<file path="src/sv/ipss_pkg.sv">
// Package for the IMU and pressure sample scaler: operation codes, payload
// structures, register indexes and the fixed scaling constants.
// No dependencies; every other file of the block refers to it.
package ipss_pkg;

   typedef enum logic [1:0] {
      OP_SAMPLE = 2'd0,
      OP_START  = 2'd1,
      OP_STOP   = 2'd2
   } op_type;

   typedef enum logic {
      CSR_GYRO_GAIN  = 1'b0,
      CSR_ACCEL_GAIN = 1'b1
   } csr_index_type;

   localparam int GAIN_W   = 20;
   localparam int ACCEL_W  = 12;
   localparam int GYRO_W   = 16;

   localparam logic [GAIN_W-1:0] GYRO_GAIN_RESET  = 20'd286720;
   localparam logic [GAIN_W-1:0] ACCEL_GAIN_RESET = 20'd3998;

   // 10 / (4096 * 1.3332239) in Q0.24, rounded to nearest.
   localparam logic [14:0] PRESS_COEF_Q24 = 15'd30723;
   localparam int          PRESS_SHIFT    = 24;

   // Reciprocal of ten in Q19; exact division for every 16-bit operand.
   localparam logic [15:0] TEMP_RECIP = 16'd52429;
   localparam int          TEMP_SHIFT = 19;

   typedef logic signed [ACCEL_W-1:0] accel_type;
   typedef logic        [ACCEL_W-1:0] span_type;

   typedef struct packed {
      logic [1:0]         op;
      logic [23:0]        pressure_raw;
      logic [15:0]        temperature_raw;
      logic signed [15:0] gyro_raw_x;
      logic signed [15:0] gyro_raw_y;
      logic signed [15:0] gyro_raw_z;
      logic signed [15:0] accel_raw_x;
      logic signed [15:0] accel_raw_y;
      logic signed [15:0] accel_raw_z;
      logic signed [11:0] start_x;
      logic signed [11:0] start_y;
      logic signed [11:0] start_z;
   } req_type;

   typedef struct packed {
      logic [14:0]        pressure_tenths;
      logic [12:0]        temperature_tenth;
      logic signed [15:0] gyro_x;
      logic signed [15:0] gyro_y;
      logic signed [15:0] gyro_z;
      logic signed [11:0] accel_x;
      logic signed [11:0] accel_y;
      logic signed [11:0] accel_z;
      logic [11:0]        peak_to_peak_x;
      logic [11:0]        peak_to_peak_y;
      logic [11:0]        peak_to_peak_z;
      logic               capturing;
   } rsp_type;

   // Control handed from the datapath to the capture tracker.
   typedef struct packed {
      logic   fire;
      op_type op;
   } track_ctrl_type;

endpackage

</file>
<file path="src/sv/ipss_track.sv">
// Peak capture tracker: per-axis minimum, maximum and span of the scaled
// acceleration, merged from the three accel lanes. Depends on ipss_pkg.
module ipss_track (
   input  logic                      clock,
   input  logic                      reset,
   input  ipss_pkg::track_ctrl_type  ctrl,
   input  ipss_pkg::accel_type       acc[3],
   input  ipss_pkg::accel_type       seed[3],
   output ipss_pkg::span_type        span_next[3],
   output logic                      cap_next
);

   ipss_pkg::accel_type max_ff[3];
   ipss_pkg::accel_type max_in[3];
   ipss_pkg::accel_type min_ff[3];
   ipss_pkg::accel_type min_in[3];
   ipss_pkg::span_type  span_ff[3];
   logic                cap_ff;

   always_comb begin
      cap_next = cap_ff;
      for (int i = 0; i < 3; i++) begin
         max_in[i]    = max_ff[i];
         min_in[i]    = min_ff[i];
         span_next[i] = span_ff[i];
      end
      if (ctrl.fire) begin
         unique case (ctrl.op)
            ipss_pkg::OP_SAMPLE: begin
               if (cap_ff) begin
                  for (int i = 0; i < 3; i++) begin
                     max_in[i]    = (acc[i] > max_ff[i]) ? acc[i] : max_ff[i];
                     min_in[i]    = (acc[i] < min_ff[i]) ? acc[i] : min_ff[i];
                     span_next[i] = ipss_pkg::span_type'(max_in[i] - min_in[i]);
                  end
               end
            end
            ipss_pkg::OP_START: begin
               cap_next = 1'b1;
               for (int i = 0; i < 3; i++) begin
                  max_in[i]    = seed[i];
                  min_in[i]    = seed[i];
                  span_next[i] = '0;
               end
            end
            ipss_pkg::OP_STOP: begin
               cap_next = 1'b0;
            end
            default: begin
            end
         endcase
      end
   end

   always_ff @(posedge clock) begin
      if (reset) begin
         cap_ff <= 1'b0;
         for (int i = 0; i < 3; i++) begin
            max_ff[i]  <= '0;
            min_ff[i]  <= '0;
            span_ff[i] <= '0;
         end
      end else begin
         cap_ff <= cap_next;
         for (int i = 0; i < 3; i++) begin
            max_ff[i]  <= max_in[i];
            min_ff[i]  <= min_in[i];
            span_ff[i] <= span_next[i];
         end
      end
   end

endmodule

</file>
<file path="config.mk">
export PLATFORM = sky130hd
export DESIGN_NAME = ipss_track
export DESIGN_NICKNAME = d
export VERILOG_FILES = /design/src/sv/ipss_pkg.sv /design/src/sv/ipss_track.sv
export SDC_FILE = /design/constraint.sdc
export NUM_CORES = 1
export LEC_CHECK = 0
export BUFFER_PORTS_ARGS = -buffer_cell sky130_fd_sc_hd__buf_4
export CAP_MARGIN = 0
export CORE_MARGIN = 2
export CORE_UTILIZATION = 41
export DETAILED_ROUTE_END_ITERATION = 8
export PLACE_DENSITY_LB_ADDON = 0.05
export SLEW_MARGIN = 10
export SYNTH_ARGS = -nofsm -noshare
export SYNTH_HDL_FRONTEND = slang
export SYNTH_SLANG_ARGS = --single-unit
</file>
<file path="constraint.sdc">
create_clock -name clock -period 10.9 [get_ports clock]
set_clock_uncertainty 0.2 [all_clocks]
set_input_delay 2.18 -clock clock [delete_from_list [all_inputs] [get_ports clock]]
set_output_delay 2.18 -clock clock [all_outputs]
set_load 0.03 [all_outputs]
</file>
==> out/metrics.cfg <==
[clocking]
max-clock-path-buffers = 2
cts_setup_buffers = 0
numCtsBuffers = 9
path_clk_slew_ps = 90
cts_root_buf = clkbuf_16
cts_resized = 0
clkLatencyLatePin_ps = 370
cts_tree = done
holdBufCountCts = 0
cts.htree.levels = 3
cts.sinks = 109

[logic_synthesis]
synth-seq-area-share = 0.215
netlist.area_leader.share = 0.215
synth_area_leader_cell = dfxtp_1
ys.flop_type = dfxtp_1
synth_nets = 1526
synth_warnings = 0
syn_area_mm2 = 0.0101
synth_area_leaders = dfxtp_1, ha_1, nand2_1
async_reset_ff_frac = 0
ys_ff_latch = 109
synth_edf_count = 0
avgSynthCellArea_um2 = 7.48
synth_cell_types = 97
syn-instance-count = 1356

[worst_setup_path]
required_ps = 8520
cp-end-kind = output port
crit_arrival_ps = 6730
crit_type = primary input to output port
start_kind = primary input
worstPathMaxFanout = 20

[floorplanning]
start_util = 0.417
die_y_um = 161
die_w_um = 161
coreArea_mm2 = 0.0243
ios = 114
row_count = 57
die_area_mm2 = 0.0260

[final_layout]
final_cell_mix = nand2_1, buf_4, dfxtp_1, inv_1, o21ai_0
layout.nets = 1594
diodes = 0
drive_gt1_frac = 0.139
nFillCells = 2508
syn2layout_area_growth_pct = 13.9
final_common_cell = nand2_1

[pwr]
total_power_mw = 1.32
p_leak_nw = 4.51
peakVddDrop_v = 0.0000694
p_per_area_mw_per_mm2 = 115

[place]
place_hpwl_um = 25100
gp_congestion = 0.946
io_buffers = 113

[grt]
grt_pass1_vias = 9737
grt.overflow.total = 0
grt_pass1_wl_um = 54000
grt_max_degree = 84
antenna_found_initial = 1
grt.total_usage = 0.259

[routing]
post_drt_wl_per_cell_um = 19.3
wl_um = 33800
via_per_inst = 5.96
vias = 10400
antenna_left = 0
drt_first_pass_iters = 5
drt_iter0_markers = 686
drc = 0

[timing]
post-route-period-util = 0.836
drv_slew = 0
hold_viol = 0
whs_ps = 255
slew-limit-headroom = 0.173
setup_tns_ps = 0
worstMarginPinSlew_ps = 1230
fmax_mhz = 110
grt_setup_unrepaired = no
min_period_ps = 9110
setup_viol = 0

[outcome]
status = completed

[min_path]
hold_path_class = flip-flop to flip-flop

[job]
max-cap-violations = 0

stage by stage:
stage | cells | util | instance area [µm²] | setup WS, ps
after detailed placement | 1737 | 0.462 | 11200 | 1850
after CTS | 1753 | 0.475 | 11600 | 1830
after floorplan | 1356 | - | 10100 | 2420
final | 1753 | 0.475 | 11600 | 1790
after global placement | 1737 | 0.462 | 11200 | 1950
after global routing | 1753 | 0.475 | 11600 | 1410
logic make-up (layout without fill, tap and decap cells):
group,Yosys count,in the layout,share of synthesized area
AOI/OAI and AO/OA,455,455,0.315
and+or+nand+nor,455,455,0.220
muxes,31,31,0.0323
xor gates and xnor gates,39,39,0.0337
DFF,109,109,0.215
buffers and inverters,170,243,0.0656
adders and majority gates,97,97,0.119
where the power goes:
part / switching (mW) / total (mW) / internal, mW
clock network: 0.193 / 0.358 / 0.165
logic: 0.341 / 0.547 / 0.206
registers: 0.0105 / 0.419 / 0.409
total: 0.545 / 1.32 / 0.780
cell usage after synthesis (6+ instances only):
library cell and n:
a211o_1 7, a211oi_1 32, a21o_1 16, a21oi_1 96
a221oi_1 19, a22o_1 7, a311oi_1 8, a31oi_1 18
a32oi_1 6, and3_1 9, buf_1 8, buf_2 7
clkbuf_1 52, dfxtp_1 109, ha_1 92, inv_1 99
mux2i_1 26, nand2_1 163, nand2b_1 37, nand3_1 38
nand4_1 11, nor2_1 88, nor2b_1 41, nor3_1 19
nor4_1 7, o211ai_1 34, o21ai_0 100, o21ai_1 10
o221ai_1 9, o22ai_1 9, o31ai_1 11, or3_1 8
or4_1 6, xnor2_1 23, xor2_1 16
routing by layer:
metal,vias up,routed length (µm),global-route usage
li1,5116,-,-
met1,4964,16300,0.374
met2,327,15000,0.411
met3,37,1760,0.0308
met4,0,700,0.0609
met5,-,0,0
registers in the layout (all words and copies together), names as in the netlist, named ones only:
name	flops
span_ff	36
max_ff	30
min_ff	36
cap_ff	1
worst paths after layout:
kind / slack [ps] / depth (start not counted) / end / from
worst min-delay path: 250 / 2 / max_ff[0][20] / max_ff[0][20]
worst max register to register: 5700 / 18 / span_ff[0][23] / max_ff[0][18]
worst max-delay path: 1790 / 19 / span_next[23] / acc[18]
worst min register to register: 250 / 2 / max_ff[0][20] / max_ff[0][20]
final cells by class:
class,count,area (µm²),share of cell area
Multi-Input combinational cell,1077,7320,0.634
Sequential cell,109,2180,0.189
Timing Repair Buffer,128,961,0.0831
Tap cell,324,405,0.0351
Inverter,99,372,0.0321
Clock buffer,9,225,0.0195
Clock inverter,7,90.1,0.00779
worst max-delay path, cell delays in order:
cell and delay (ps):
buf_4 150, ha_1 310, and3_1 170, or3b_1 410
o21a_1 320, nand2_1 580, nor2_1 80, a21oi_1 210
ha_1 240, o211ai_1 110, a221oi_1 450, o221ai_1 190
a41oi_2 300, nor3b_1 120, o31ai_1 300, nor3_1 120
a221oi_2 220, nand2_1 90, buf_4 170
(Power assumes the default switching activity.)
