`src/sv/ipss_pkg.sv`:
```
// Package for the IMU and pressure sample scaler: operation codes, payload
// structures, register indexes and the fixed scaling constants.
// No dependencies; every other file of the block refers to it.
package ipss_pkg;

   typedef enum logic [1:0] {
      OP_SAMPLE = 2'd0,
      OP_START  = 2'd1,
      OP_STOP   = 2'd2
   } op_type;

   typedef enum logic {
      CSR_GYRO_GAIN  = 1'b0,
      CSR_ACCEL_GAIN = 1'b1
   } csr_index_type;

   localparam int GAIN_W   = 20;
   localparam int ACCEL_W  = 12;
   localparam int GYRO_W   = 16;

   localparam logic [GAIN_W-1:0] GYRO_GAIN_RESET  = 20'd286720;
   localparam logic [GAIN_W-1:0] ACCEL_GAIN_RESET = 20'd3998;

   // 10 / (4096 * 1.3332239) in Q0.24, rounded to nearest.
   localparam logic [14:0] PRESS_COEF_Q24 = 15'd30723;
   localparam int          PRESS_SHIFT    = 24;

   // Reciprocal of ten in Q19; exact division for every 16-bit operand.
   localparam logic [15:0] TEMP_RECIP = 16'd52429;
   localparam int          TEMP_SHIFT = 19;

   typedef logic signed [ACCEL_W-1:0] accel_type;
   typedef logic        [ACCEL_W-1:0] span_type;

   typedef struct packed {
      logic [1:0]         op;
      logic [23:0]        pressure_raw;
      logic [15:0]        temperature_raw;
      logic signed [15:0] gyro_raw_x;
      logic signed [15:0] gyro_raw_y;
      logic signed [15:0] gyro_raw_z;
      logic signed [15:0] accel_raw_x;
      logic signed [15:0] accel_raw_y;
      logic signed [15:0] accel_raw_z;
      logic signed [11:0] start_x;
      logic signed [11:0] start_y;
      logic signed [11:0] start_z;
   } req_type;

   typedef struct packed {
      logic [14:0]        pressure_tenths;
      logic [12:0]        temperature_tenth;
      logic signed [15:0] gyro_x;
      logic signed [15:0] gyro_y;
      logic signed [15:0] gyro_z;
      logic signed [11:0] accel_x;
      logic signed [11:0] accel_y;
      logic signed [11:0] accel_z;
      logic [11:0]        peak_to_peak_x;
      logic [11:0]        peak_to_peak_y;
      logic [11:0]        peak_to_peak_z;
      logic               capturing;
   } rsp_type;

   // Control handed from the datapath to the capture tracker.
   typedef struct packed {
      logic   fire;
      op_type op;
   } track_ctrl_type;

endpackage

```
`src/sv/ipss_lane.sv`:
```
// One scaling lane: registered raw-times-gain product, then truncation toward
// zero and saturation to OUT_W bits. Depends on ipss_pkg for the gain width.
module ipss_lane #(
   parameter int OUT_W = 16   // 2 to 21
) (
   input  logic                              clock,
   input  logic                              load,
   input  logic signed [15:0]                raw,
   input  logic        [ipss_pkg::GAIN_W-1:0] gain,
   output logic signed [OUT_W-1:0]           scaled
);

   localparam int P_W = 16 + ipss_pkg::GAIN_W + 1;
   localparam logic signed [P_W-1:0] SAT_HI = (P_W'(1) <<< (OUT_W - 1)) - P_W'(1);
   localparam logic signed [P_W-1:0] SAT_LO = -(P_W'(1) <<< (OUT_W - 1));
   localparam logic signed [P_W-1:0] BIAS   = P_W'(16'hFFFF);

   logic signed [P_W-1:0] prod_ff;
   logic signed [P_W-1:0] prod_in;
   logic signed [P_W-1:0] quot;

   assign prod_in = P_W'(raw) * $signed({{(P_W-ipss_pkg::GAIN_W){1'b0}}, gain});

   always_ff @(posedge clock) begin
      if (load) begin
         prod_ff <= prod_in;
      end
   end

   // Adding 2^16-1 before the arithmetic shift rounds negative values toward zero.
   // Both arms are signed so that the shift keeps the sign of the product.
   assign quot = (prod_ff + (prod_ff[P_W-1] ? BIAS : P_W'(0))) >>> 16;

   always_comb begin
      if (quot > SAT_HI) begin
         scaled = SAT_HI[OUT_W-1:0];
      end else if (quot < SAT_LO) begin
         scaled = SAT_LO[OUT_W-1:0];
      end else begin
         scaled = quot[OUT_W-1:0];
      end
   end

endmodule

```
`config.mk`:
```
export PLATFORM = sky130hd
export DESIGN_NAME = ipss_lane
export DESIGN_NICKNAME = d
export VERILOG_FILES = /design/src/sv/ipss_pkg.sv /design/src/sv/ipss_lane.sv
export SDC_FILE = /design/constraint.sdc
export NUM_CORES = 1
export LEC_CHECK = 0
export BUFFER_PORTS_ARGS = -buffer_cell sky130_fd_sc_hd__buf_2
export CAP_MARGIN = 25
export CORE_MARGIN = 2
export CORE_UTILIZATION = 55
export DETAILED_ROUTE_END_ITERATION = 7
export PLACE_DENSITY = 0.83
export SYNTH_ARGS = -nofsm -noshare
export SYNTH_HDL_FRONTEND = slang
export SYNTH_SLANG_ARGS = --single-unit
```
`constraint.sdc`:
```
create_clock -name clock -period 16.92 [get_ports clock]
set_input_delay 0.846 -clock clock [delete_from_list [all_inputs] [get_ports clock]]
set_output_delay 0.846 -clock clock [all_outputs]
set_load 0.05 [all_outputs]
```
==> flow_metrics.env, run 1 <==
export IMPL_outcome="completed"
export IMPL_cts_sinks=37
export IMPL_synth_edf_count=37
export IMPL_synth_top_cell_area_share_pct=39.2
export IMPL_vias_per_cell=5.56
export IMPL_max_stage_delay_ps=640
export IMPL_yosysTopAreaCell="fa_1"
export IMPL_grt_ovfl_total=0
export IMPL_max_slew_worst_pin_slew_ps=841
export IMPL_maxSlewHeadroom_pct=43.9
export IMPL_fin_cells=1708
export IMPL_regArea_mm2=0.00111
export IMPL_synthFlopType="edfxtp_1"
export IMPL_antenna_found_initial=0
export IMPL_htree_levels=2
export IMPL_dieHeight_um=156
export IMPL_cp_data_arrival_time_ps=6930
export IMPL_wirelength_mm=28.6
export IMPL_worstSetupPathType="input port to flop"
export IMPL_setup_viol=0
export IMPL_tritoncts="done"
export IMPL_hold_buffers=0
export IMPL_clk_pin_slew_ps=60
export IMPL_hp_class="input port to flop"
export IMPL_synth_ff_latch_count=37
export IMPL_firstDrtPassIters=5
export IMPL_drt_iter0_drc=541
export IMPL_insertedDiodeCount=0
export IMPL_max_freq_mhz=145
export IMPL_path_cells="buf_2 -> nand2_1 -> fa_1 -> inv_1 -> fa_1 -> inv_1 -> fa_1 -> inv_1 -> fa_1 -> inv_1 -> fa_1 -> inv_1 -> fa_1 -> ha_1 -> a21o_1 -> a21o_1 -> a41oi_1 -> nand3_1 -> a311oi_1 -> o21ai_1 -> xnor2_1"
export IMPL_chipWidth_um=156
export IMPL_vias=9504
export IMPL_rsz0062_at_grt="no"
export IMPL_wl_per_cell_um=16.8
export IMPL_worstSetupPathDepth=21
export IMPL_ioPinCount=54
export IMPL_path_common_cell="fa_1"
export IMPL_initial_utilization_pct=56.3
export IMPL_multi_input_area_mm2=0.0102
export IMPL_cp_required_ps=16930
export IMPL_synth_nets=1850
export IMPL_post_dp_hpwl_mm=23.6
export IMPL_core_area_mm2=0.0227
export IMPL_root_buffer="clkbuf_16"
export IMPL_slew_viol_final=0
export IMPL_crit_buf_inv=6
export IMPL_syn_to_final_growth_pct=4.25
export IMPL_syn_cell_area_mm2=0.0128
export IMPL_top_regs="prod_ff (37)"
export IMPL_post_cts_setup_buffers=0
export IMPL_ys_warn_count=0
export IMPL_synth_most_common_cell="inv_1"
export IMPL_n_fill_cell=1911
export IMPL_num_rows=55
export IMPL_largest_reg_flops=37
export IMPL_crit_path_max_fanout=20
export IMPL_endpoint_kind="flop"
export IMPL_remaining_drc_errors=0
export IMPL_dp_cells=1700
export IMPL_critPathLaunch="raw[1]"
export IMPL_worstHoldPathCells=2
export IMPL_critPathSlowestCell="a311oi_1"
export IMPL_cts_resized=0
export IMPL_gp_congestion=0.905
export IMPL_synth_avg_cell_area_um2=9.02
export IMPL_grt_usage_pct=24.6
export IMPL_finalHoldViolations=0
export IMPL_layout_min_cycle_time_ps=6920
export IMPL_worstSetupEndpoint="prod_ff[36]"
export IMPL_drtAntennaViolNets=0
export IMPL_tns_ps=0
export IMPL_grt_start_max_net_pins=38
export IMPL_async_flop_share_pct=0
export IMPL_synth_area_top_cells="fa_1, ha_1, inv_1"
export IMPL_syn_instance_count=1417
export IMPL_regMostFlops="prod_ff"
export IMPL_io_buffers=53
export IMPL_ys_types=54
export IMPL_nets=1855
export IMPL_cts_buffer_depth=2
export IMPL_die_area_mm2=0.0245
export IMPL_cts_made_buffers=5
export IMPL_grt_pass1_vias=10102
export IMPL_crit_family="adder cells"
export IMPL_grt_pass1_wl_mm=47.5
export IMPL_crit_path_start_kind="input port"
export IMPL_drive_gt1_share_pct=5.55
export IMPL_synth_top_cells_by_count="inv_1, fa_1, nand2_1"
export IMPL_max_cap_viol_count=0
export IMPL_fin_crit_sh_pct=40.9
export IMPL_holdCritStartpoint="gain[0]"
export IMPL_synth_seq_area_share_pct=8.70
how the worst min path moves through the flow:
stage / slack [ps] / to
after global placement: 1460 / prod_ff[0]
after detailed placement: 1470 / prod_ff[0]
after global routing: 1170 / prod_ff[0]
after floorplan: 960 / prod_ff[0]
after CTS: 1170 / prod_ff[0]
final: 1180 / prod_ff[0]
cells in the final DEF, fill, tap and decap left out, types with 3 or more instances in the layout:
cell type	n
inv_1	336
fa_1	250
nand2_1	188
ha_1	145
and2_1	141
buf_2	53
edfxtp_1	37
nor2_1	36
xnor2_1	32
a21oi_1	31
a21o_1	20
xor2_1	14
o21ai_0	13
nand3_1	12
o21ai_1	11
o21ai_2	11
nand2b_1	10
nand4_1	7
nor3_1	7
a211oi_1	6
a31oi_1	5
clkbuf_16	5
o211ai_1	4
o21bai_1	4
nor4_1	4
and3_1	3
cells by family after synthesis:
group                      synth area share, %
muxes                                    0.274
buffers and inverters                     11.6
xor gates and xnor gates                  3.15
and+or+nand+nor                           16.1
DFF                                       8.70
AOI/OAI and AO/OA                         6.83
adders and majority gates                 53.4
metrics by stage:
stage          instance area (um^2)  setup slack [ps]  utilization [%]  hold slack (ps)
6_report                      13300             10000             58.6             1180
5_1_grt                       13300              9780             58.6             1170
4_1_cts                       13300             10130             58.6             1170
3_5_place_dp                  13200              9840             58.0             1470
2_1_floorplan                 12800             10410                -              958
3_3_place_gp                  13200              9950             58.0             1460
area by class of cell:
class                           instances  share of cell area [%]
Timing Repair Buffer                   53                    1.99
Clock buffer                            6                   0.968
Clock inverter                          2                  0.0752
Inverter                              336                    9.47
Tap cell                              285                    2.68
Sequential cell                        37                    8.34
Multi-Input combinational cell        989                    76.5
metal layers:
metal | share of wire, % | vias to the layer above | track usage (%)
met5 | 0 | - | 0
met4 | 4.2 | 0 | 9.92
met3 | 5.7 | 82 | 2.91
met2 | 53 | 358 | 44.8
met1 | 37 | 4768 | 29.6
li1 | - | 4296 | -
Power of run 1 is left out: the tool's default activity adds up to more than one toggle a clock period on the data nets, which glitch-free logic cannot reach.
==> run 2, diff against run 1 <==
--- a/config.mk
+++ b/config.mk
@@ -10,7 +10,7 @@
 export CORE_MARGIN = 2
 export CORE_UTILIZATION = 55
 export DETAILED_ROUTE_END_ITERATION = 7
-export PLACE_DENSITY = 0.83
+export PLACE_DENSITY = 0.86
 export SYNTH_ARGS = -nofsm -noshare
 export SYNTH_HDL_FRONTEND = slang
 export SYNTH_SLANG_ARGS = --single-unit
==> constraint.sdc (replaced) <==
create_clock -name clock -period 5.55 [get_ports clock]
set_input_delay 0.2775 -clock clock [delete_from_list [all_inputs] [get_ports clock]]
set_output_delay 0.2775 -clock clock [all_outputs]
set_load 0.05 [all_outputs]
==> run 2 against run 1 <==
Compared with the run above: via count up 8.8%; the run now ends with setup timing left; sequential share of layout area fell by 1.1 points; die area is the same; count of clock-buffer cells in the layout is the same; highest routed layer unchanged.
==> flow_metrics.env, run 2 (synthesized netlist as in run 1, its figures left out) <==
export IMPL_cts_made_buffers=5
export IMPL_grt_start_max_net_pins=38
export IMPL_critPathSlowestCell="fa_1"
export IMPL_fin_crit_sh_pct=102
export IMPL_chipWidth_um=156
export IMPL_root_buffer="clkbuf_16"
export IMPL_crit_path_start_kind="input port"
export IMPL_clk_pin_slew_ps=50
export IMPL_failed_checks="setup timing"
export IMPL_maxSlewHeadroom_pct=45.2
export IMPL_max_freq_mhz=177
export IMPL_endpoint_kind="flop"
export IMPL_drtAntennaViolNets=0
export IMPL_syn_to_final_growth_pct=19.6
export IMPL_rsz0062_at_grt="yes"
export IMPL_drive_gt1_share_pct=20.2
export IMPL_htree_levels=2
export IMPL_initial_utilization_pct=56.3
export IMPL_core_area_mm2=0.0227
export IMPL_cp_data_arrival_time_ps=5650
export IMPL_gp_congestion=0.936
export IMPL_hold_buffers=0
export IMPL_setup_viol=8
export IMPL_grt_usage_pct=26.7
export IMPL_nets=2007
export IMPL_num_rows=55
export IMPL_cp_required_ps=5540
export IMPL_die_area_mm2=0.0245
export IMPL_vias=10336
export IMPL_vias_per_cell=5.56
export IMPL_crit_family="adder cells"
export IMPL_outcome="finished, violations left"
export IMPL_drt_iter0_drc=614
export IMPL_timing_hold_ws_ps=607
export IMPL_wirelength_mm=32.8
export IMPL_layout_min_cycle_time_ps=5660
export IMPL_ioPinCount=54
export IMPL_cts_sinks=37
export IMPL_tns_ps=-455
export IMPL_max_stage_delay_ps=570
export IMPL_max_cap_viol_count=0
export IMPL_grt_pass1_vias=11323
export IMPL_max_slew_worst_pin_slew_ps=822
export IMPL_post_dp_hpwl_mm=26.4
export IMPL_tritoncts="done"
export IMPL_dieHeight_um=156
export IMPL_setup_slack_ps=-115
export IMPL_slew_viol_final=0
export IMPL_firstDrtPassIters=6
export IMPL_final_cell_mix="inv_1, fa_1, nand2_1"
export IMPL_antenna_found_initial=0
export IMPL_fin_cells=1859
export IMPL_cts_buffer_depth=2
export IMPL_pre_cts_ws_ps=-568
export IMPL_path_common_cell="fa_1"
export IMPL_wl_per_cell_um=17.7
export IMPL_regMostFlops="prod_ff"
export IMPL_path_cells="buf_12 -> buf_12 -> nand2_4 -> fa_1 -> inv_2 -> fa_1 -> inv_1 -> fa_1 -> inv_2 -> fa_1 -> inv_2 -> fa_1 -> inv_2 -> fa_1 -> ha_4 -> o211ai_1 -> buf_4 -> a2111oi_4 -> o21ai_4 -> a21oi_2 -> mux2i_1 -> o2111ai_2"
export IMPL_crit_path_max_fanout=7
export IMPL_grt_pass1_wl_mm=52.1
export IMPL_largest_reg_flops=37
export IMPL_hp_class="input port to flop"
export IMPL_grt_ovfl_total=0
export IMPL_final_common_cell="inv_1"
export IMPL_remaining_drc_errors=0
export IMPL_io_buffers=53
export IMPL_crit_buf_inv=8
export IMPL_dp_cells=1837
export IMPL_top_regs="prod_ff (37)"
export IMPL_worstSetupPathType="input port to flop"
export IMPL_insertedDiodeCount=0
export IMPL_finalHoldViolations=0
[run 2: changes by cell type in the layout (fill, tap and decap cells not counted), sizes merged]
cell,delta
clkbuf,+2
clkinvlp,+1
clkinv,-1
buf,+150
inv,-1
[run 2: what timing repair did]
action	in CTS	in global routing
pin swaps	26	48
setup endpoints to repair	13	17
buffers inserted	5	13
gates resized for setup	79	101
[run 2: final timing paths]
| kind | startpoint | to | slack [ps] | cells after the start |
|---|---|---|---|---|
| hold / removal | raw[0] | prod_ff[0] | 610 | 2 |
| setup / recovery | gain[5] | prod_ff[29] | -110 | 22 |
[run 2: cell type report]
class | instances | area (um^2)
clock inverter | 1 | 3.75
sequential | 37 | 1110
clock buffer | 6 | 129
tap | 285 | 357
multi-input combinational | 989 | 10700
inverter | 336 | 1260
timing repair buffer | 205 | 1720
fill | 1634 | 7430
[run 2: stage by stage]
stage | cell area [um^2] | util, %
finish | 15300 | 67.3
global route | 15300 | 67.3
CTS | 14800 | 65.1
detailed placement | 14300 | 62.9
global placement | 14300 | 62.9
floorplan | 13000 | -
[run 2: per-layer routing]
metal  track usage, %  wire, um  vias up
met2             49.8     17600      435
met5                0         0        -
met1             30.8     11900     5182
met4             10.7      1420        0
li1                 -         -     4601
met3             3.82      1950      118
Power of run 2 is left out for the same reason.
